===== src/rtl/lzsd_pkg.sv =====
// ----------------------------------------------------------------------------
// lzsd_pkg: shared types and constants for the LEB128 / zigzag decoder
// Result codes, register indexes and the step result bundle.
// ----------------------------------------------------------------------------
`default_nettype none

package lzsd_pkg;

    localparam int unsigned VALUE_W   = 64;
    localparam int unsigned GROUP_W   = 7;
    localparam int unsigned INDEX_W   = 4;
    localparam logic [INDEX_W-1:0] LAST_GROUP = 4'd9;

    typedef enum logic [1:0] {
        ST_OK           = 2'd0,
        ST_TOO_LONG     = 2'd1,
        ST_NOT_SHORTEST = 2'd2,
        ST_ABOVE_MAX    = 2'd3
    } status_t;

    typedef enum logic {
        REG_SIGNED_MODE = 1'b0,
        REG_MAX_VALUE   = 1'b1
    } reg_index_t;

    typedef struct packed {
        logic                 emit;
        logic [VALUE_W-1:0]   value;
        status_t              status;
        logic [VALUE_W-1:0]   partial_next;
        logic [INDEX_W-1:0]   group_next;
    } step_t;

endpackage

`default_nettype wire


===== src/rtl/lzsd_step.sv =====
// ----------------------------------------------------------------------------
// lzsd_step: one byte of LEB128 decoding
// Merges a 7-bit group into the partial value and, on the final byte,
// classifies the result and applies zigzag decoding or the limit check.
// ----------------------------------------------------------------------------
`default_nettype none

module lzsd_step
    import lzsd_pkg::*;
(
    input  wire logic [7:0]          data_byte,
    input  wire logic [VALUE_W-1:0]  partial_value,
    input  wire logic [INDEX_W-1:0]  group_index,
    input  wire logic                signed_mode,
    input  wire logic [VALUE_W-1:0]  max_value,
    output step_t                    step
);

    logic [GROUP_W-1:0] payload;
    logic               more;
    logic [INDEX_W-1:0] idx;
    logic [5:0]         shift_amt;
    logic [VALUE_W-1:0] placed;
    logic [VALUE_W-1:0] acc;
    logic [VALUE_W-1:0] zigzag;
    logic               too_long;

    assign payload   = data_byte[6:0];
    assign more      = data_byte[7];
    // Clamp an out-of-range index to the last group
    assign idx       = (group_index > LAST_GROUP) ? LAST_GROUP : group_index;
    assign shift_amt = {2'b00, idx} * 6'd7;
    assign placed    = {{(VALUE_W-GROUP_W){1'b0}}, payload} << shift_amt;
    assign acc       = partial_value | placed;
    assign zigzag    = {1'b0, acc[VALUE_W-1:1]} ^ {VALUE_W{acc[0]}};
    assign too_long  = (idx == LAST_GROUP) && (more || (payload > 7'd1));

    always_comb
    begin
        step.emit         = 1'b1;
        step.value        = '0;
        step.status       = ST_OK;
        step.partial_next = '0;
        step.group_next   = '0;
        priority if (too_long)
        begin
            step.status = ST_TOO_LONG;
        end
        else if (more)
        begin
            step.emit         = 1'b0;
            step.partial_next = acc;
            step.group_next   = idx + 4'd1;
        end
        else if ((idx != '0) && (payload == '0))
        begin
            step.status = ST_NOT_SHORTEST;
        end
        else if (signed_mode)
        begin
            step.value = zigzag;
        end
        else if (acc > max_value)
        begin
            step.status = ST_ABOVE_MAX;
        end
        else
        begin
            step.value = acc;
        end
    end

endmodule

`default_nettype wire


===== src/rtl/leb128_zigzag_stream_decoder_core.sv =====
// ----------------------------------------------------------------------------
// leb128_zigzag_stream_decoder_core: streaming LEB128 decoder with zigzag
//
// Bytes arrive on in_valid/in_ready/data_byte, one per request. Every byte
// with bit 7 clear (or a tenth byte that overflows) yields one result on
// out_valid/out_ready with decoded_value and status; other bytes yield none.
// From byte acceptance to result, the byte lands in the input register, then a
// single pass of shift-or, compare and zigzag logic loads the result register.
// One byte is accepted per cycle unless a final byte waits for the receiver.
// When the receiver stalls, the result is held and the input register takes
// one more byte; a continuation byte still advances, a final byte waits.
// Reset clears the partial value, group index and both valid flags, sets
// signed_mode to 0 and max_value to all ones.
// Registers on the APB port: signed_mode at 0x0, max_value at 0x8; write
// them only while the decoder is idle.
// ----------------------------------------------------------------------------
`default_nettype none

module leb128_zigzag_stream_decoder_core
    import lzsd_pkg::*;
(
    input  wire logic                clk,
    input  wire logic                rst_n,
    input  wire logic                psel,
    input  wire logic                penable,
    input  wire logic                pwrite,
    input  wire logic [3:0]          paddr,
    input  wire logic [63:0]         pwdata,
    output      logic [63:0]         prdata,
    output      logic                pready,
    input  wire logic                in_valid,
    output      logic                in_ready,
    input  wire logic [7:0]          data_byte,
    output      logic                out_valid,
    input  wire logic                out_ready,
    output      logic [VALUE_W-1:0]  decoded_value,
    output      status_t             status
);

    logic               signed_mode_reg;
    logic [VALUE_W-1:0] max_value_reg;
    logic               cfg_write;
    reg_index_t         cfg_index;

    logic               s1_valid_reg;
    logic [7:0]         s1_byte_reg;
    logic [VALUE_W-1:0] partial_reg;
    logic [INDEX_W-1:0] group_reg;
    logic               out_valid_reg;
    logic [VALUE_W-1:0] value_reg;
    status_t            status_reg;

    step_t              step;
    logic               slot_free;
    logic               s1_fire;

    // Configuration port
    assign pready    = 1'b1;
    assign cfg_index = reg_index_t'(paddr[3]);
    assign cfg_write = psel && penable && pwrite && pready;

    always_comb
    begin
        unique case (cfg_index)
            REG_SIGNED_MODE: prdata = {63'd0, signed_mode_reg};
            REG_MAX_VALUE:   prdata = max_value_reg;
            default:         prdata = '0;
        endcase
    end

    always_ff @(posedge clk or negedge rst_n)
    begin
        if (!rst_n)
        begin
            signed_mode_reg <= 1'b0;
            max_value_reg   <= '1;
        end
        else if (cfg_write)
        begin
            unique case (cfg_index)
                REG_SIGNED_MODE: signed_mode_reg <= pwdata[0];
                REG_MAX_VALUE:   max_value_reg   <= pwdata;
                default:         ;
            endcase
        end
    end

    lzsd_step u_step (
        .data_byte     (s1_byte_reg),
        .partial_value (partial_reg),
        .group_index   (group_reg),
        .signed_mode   (signed_mode_reg),
        .max_value     (max_value_reg),
        .step          (step)
    );

    // A continuation byte needs no result slot; a final byte does
    assign slot_free = !out_valid_reg || out_ready;
    assign s1_fire   = s1_valid_reg && (!step.emit || slot_free);
    assign in_ready  = !s1_valid_reg || s1_fire;

    always_ff @(posedge clk or negedge rst_n)
    begin
        if (!rst_n)
        begin
            s1_valid_reg  <= 1'b0;
            partial_reg   <= '0;
            group_reg     <= '0;
            out_valid_reg <= 1'b0;
        end
        else
        begin
            if (in_ready)
            begin
                s1_valid_reg <= in_valid;
            end
            if (s1_fire)
            begin
                partial_reg <= step.partial_next;
                group_reg   <= step.group_next;
            end
            if (s1_fire && step.emit)
            begin
                out_valid_reg <= 1'b1;
            end
            else if (out_ready)
            begin
                out_valid_reg <= 1'b0;
            end
        end
    end

    always_ff @(posedge clk)
    begin
        if (in_ready && in_valid)
        begin
            s1_byte_reg <= data_byte;
        end
        if (s1_fire && step.emit)
        begin
            value_reg  <= step.value;
            status_reg <= step.status;
        end
    end

    assign out_valid     = out_valid_reg;
    assign decoded_value = value_reg;
    assign status        = status_reg;

    // Checks
    a_group_range: assert property (@(posedge clk) disable iff (!rst_n)
        group_reg <= LAST_GROUP)
        else $error("group index beyond last group");

    a_error_zero: assert property (@(posedge clk) disable iff (!rst_n)
        out_valid_reg && (status_reg != ST_OK) |-> (value_reg == '0))
        else $error("error result carries a non-zero value");

    a_restart: assert property (@(posedge clk) disable iff (!rst_n)
        s1_fire && step.emit |=> (partial_reg == '0) && (group_reg == '0))
        else $error("decoder did not restart after a result");

    a_no_overwrite: assert property (@(posedge clk) disable iff (!rst_n)
        s1_valid_reg && step.emit && out_valid_reg && !out_ready |-> !s1_fire)
        else $error("pending result overwritten");

endmodule

`default_nettype wire


===== config.mk =====
export PLATFORM = sky130hd
export DESIGN_NAME = leb128_zigzag_stream_decoder_core
export DESIGN_NICKNAME = d
export VERILOG_FILES = /design/src/rtl/lzsd_pkg.sv /design/src/rtl/lzsd_step.sv /design/src/rtl/leb128_zigzag_stream_decoder_core.sv
export SDC_FILE = /design/constraint.sdc
export NUM_CORES = 1
export LEC_CHECK = 0
export BUFFER_PORTS_ARGS = -buffer_cell sky130_fd_sc_hd__buf_2
export CAP_MARGIN = 20
export CORE_ASPECT_RATIO = 0.7
export CORE_UTILIZATION = 34
export CTS_BUF_LIST = sky130_fd_sc_hd__clkbuf_4 sky130_fd_sc_hd__clkbuf_8
export DETAILED_ROUTE_END_ITERATION = 6
export GPL_TIMING_DRIVEN = 0
export SLEW_MARGIN = 25
export SYNTH_ARGS = -nofsm -noshare
export SYNTH_HDL_FRONTEND = slang
export SYNTH_SLANG_ARGS = --single-unit

===== constraint.sdc =====
create_clock -name clk -period 7.3 [get_ports clk]
set_input_delay 0.365 -clock clk [delete_from_list [all_inputs] [get_ports clk]]
set_output_delay 0.365 -clock clk [all_outputs]
set_load 0.05 [all_outputs]

==> impl_metrics.yaml <==
run_status:
  status: "completed"
pwr:
  vdd_drop_max_uv: 167
  switchingPower_mw: 2.28
  switching_share: 0.433
  p_per_area_mw_per_mm2: 342
  p_leak_nw: 7.07
  pwr-share-seq: 0.300
  p_comb_frac: 0.466
  p_clk_frac: 0.235
  internal-power_mw: 2.98
  power.total_mw: 5.26
layout:
  diodes: 0
  area_growth_pct: 25.6
  fin_area_sq_mm: 0.0154
  drive_gt1_frac: 0.347
  nFillCells: 3416
  fin_cells: 1965
  finalNetCount: 1619
timing:
  hold_violations: 0
  fmax_mhz: 143
  setup_slack_ns: 0.295
  relSlewSlack: 0.374
  fin_crit_ns: 7.00
  finalCritPeriodShare: 0.960
  setup_viol: 0
  maxSlewViolCount: 0
  fin_hold_ws_ns: 0.0315
  tightest_slew_ns: 0.921
  clock_skew_ns: 0.0320
yosys:
  synthesis.nets: 1333
  synthArstFlopShare: 0.646
  synth_area_per_cell_sq_um: 10.4
  synth_xor_area_frac: 0.0485
  synth-compound-area-share: 0.165
  synth-edff-count: 74
  synth_area_leaders: "edfxtp_1 (18%), dfrtp_1 (15%), dfstp_2 (14%)"
  synth_cell_types: 71
  yosysTopAreaCell: "edfxtp_1"
  yosys_warnings: 0
  synthAdderAreaFrac: 0.0749
  synthCells: 1178
  synth_simple_gate_area_frac: 0.115
  yosysSeqAreaShare: 0.464
  synth.ff_latch_count: 209
  netlist_area_sq_mm: 0.0122
  synth_common_cells: "inv_1 (142), a21oi_1 (121), nand2_1 (98), edfxtp_1 (74), dfrtp_1 (71)"
  synth_mux_area_frac: 0.0654
  yosysMostFrequentCell: "inv_1"
  synthFlopType: "edfxtp_1"
  synth.top_cell.area_share: 0.182
  synth_top_family_by_area: "compound AO/OA/AOI/OAI gates"
floorplanning:
  rows: 57
  die_area_sq_mm: 0.0367
  fp.dieH_um: 161
  initial_core_util: 0.349
  die_w_um: 229
  core_area_sq_mm: 0.0351
  ios: 216
global_route:
  antenna_found_initial: 0
  grt_max_degree: 91
  first_global_vias: 9932
  grt_pass1_wl_mm: 58.8
  grt-ovfl-total: 0
  track_usage: 0.208
worst_setup_path:
  worstPathRequired_ns: 7.55
  crit_path_start_kind: "register"
  critPathArrivalTime_ns: 7.25
  worst-setup-path-type: "reg -> reg"
  crit_fanout: 10
  end_kind: "register"
clock_network:
  cts_num_sinks: 209
  clk_path_buf_depth: 3
  insertion_delay_ns: 0.57
  clkTransAtPathRegs_ns: 0.06
  cts_made_buffers: 37
  cts_tree: "built"
  htreeDepth: 2
  cts-root-buf: "clkbuf_8"
place:
  dpl.cell_count: 1865
  dp_slack_ns: -0.642
  gp_congestion: 0.883
  dp_hpwl_mm: 28.3
  place_area_sq_mm: 0.0140
  portBuffers: 211
routing:
  drcViolationCount: 0
  vias_per_cell: 5.10
  wl_per_cell_um: 19.4
  vias: 10000
  ant_nets: 0
  wirelength_mm: 38.1
  drt_iter0_markers: 656
  first_pass_iters: 5
flow_run:
  drv_cap: 0
min_path:
  holdCritPathClass: "in -> reg"
[metrics by stage]
stage	util	setup TNS, ns
after floorplan	-	0
after global placement	0.396	-50.16
final	0.438	0
after CTS	0.433	0
after global routing	0.438	-0.0101
after detailed placement	0.399	-33.14
[cell families (layout without fill, tap and decap cells)]
logic type	Yosys count	count (layout)
buf+inv	202	517
mux	70	70
other cells	1	1
fa+ha+maj	72	72
xor+xnor	66	66
flops	209	209
compound gates	289	289
simple gates	269	269
[metal layers]
| layer | track usage | vias to the layer above | wire length [um] |
|---|---|---|---|
| met5 | 0 | - | 0 |
| met3 | 0.0511 | 51 | 2610 |
| met4 | 0.0500 | 0 | 673 |
| li1 | - | 4754 | - |
| met1 | 0.309 | 4911 | 18900 |
| met2 | 0.299 | 301 | 16000 |
[placed cells by master, fill, tap and decap left out, drive strengths merged, types with 6 or more instances in the layout]
master       count
nor2            30
inv            147
a31oi            8
nand4           20
and2            65
edfxtp          74
dfrtp           71
nand3           15
nand2           98
nor3            17
dfstp           64
buf            236
a21oi          135
mux2            66
a221oi          26
o22ai           66
xnor2           63
o21ai           21
nor4             6
dlygate4sd3     29
ha              70
clkbuf          98
[repair_timing]
item / 4_1_cts / 5_1_grt
buffers inserted: 3 / 0
endpoints found under the hold margin: 63 / 0
gates resized for setup: 4 / 31
setup endpoints to repair: 64 / 65
hold buffers: 29 / 0
pin swaps: 1 / 1
[area by class of cell]
cell class                      instances  area [sq um]  area share
Multi-Input combinational cell        767          5960       0.388
Timing Repair Buffer                  247          1480      0.0964
Tap cell                              472           591      0.0384
Clock inverter                          9           105     0.00684
Clock buffer                           59           737      0.0480
Sequential cell                       209          5680       0.370
Buffer                                 57           264      0.0172
Inverter                              145           547      0.0356
[path summary, 6_finish.rpt]
check | from | slack [ns] | cells past startpoint | to
worst min-delay path | in_valid | 0.03 | 2 | s1_valid_reg
max in group asynchronous | rst_n | 6.18 | 3 | max_value_reg[55]
worst max register to register | group_reg[3] | 0.30 | 24 | decoded_value[63]
worst max-delay path | group_reg[3] | 0.30 | 24 | decoded_value[63]
min in group asynchronous | rst_n | 0.30 | 2 | signed_mode_reg
worst min register to register | partial_reg[44] | 0.52 | 2 | partial_reg[44]
[power by group through the flow]
stage          logic, mW  clock network (mW)  registers, mW
2_1_floorplan       1.56                   0           1.70
3_3_place_gp        2.29                   0           1.60
3_5_place_dp        2.34                   0           1.60
4_1_cts             2.38                1.27           1.58
5_1_grt             2.63                1.32           1.60
6_report            2.45                1.24           1.58
[critical path, stage by stage (launching register included)]
cell,delay [ns]
dfrtp_1,0.41
buf_4,0.20
inv_2,0.19
nand2_1,0.19
ha_1,0.31
buf_2,0.20
inv_1,0.14
ha_1,0.30
ha_1,0.41
nor2b_1,0.18
and4_1,0.23
a31oi_1,0.28
nand3_2,0.42
a221oi_4,0.47
inv_1,0.10
ha_1,0.31
nand4_1,0.36
nor4_4,0.51
nand4_1,0.22
a31oi_1,0.36
nor4_1,0.12
o21ai_2,0.15
buf_4,0.19
buf_2,0.27
o22ai_1,0.16
(Power assumes the default switching activity.)
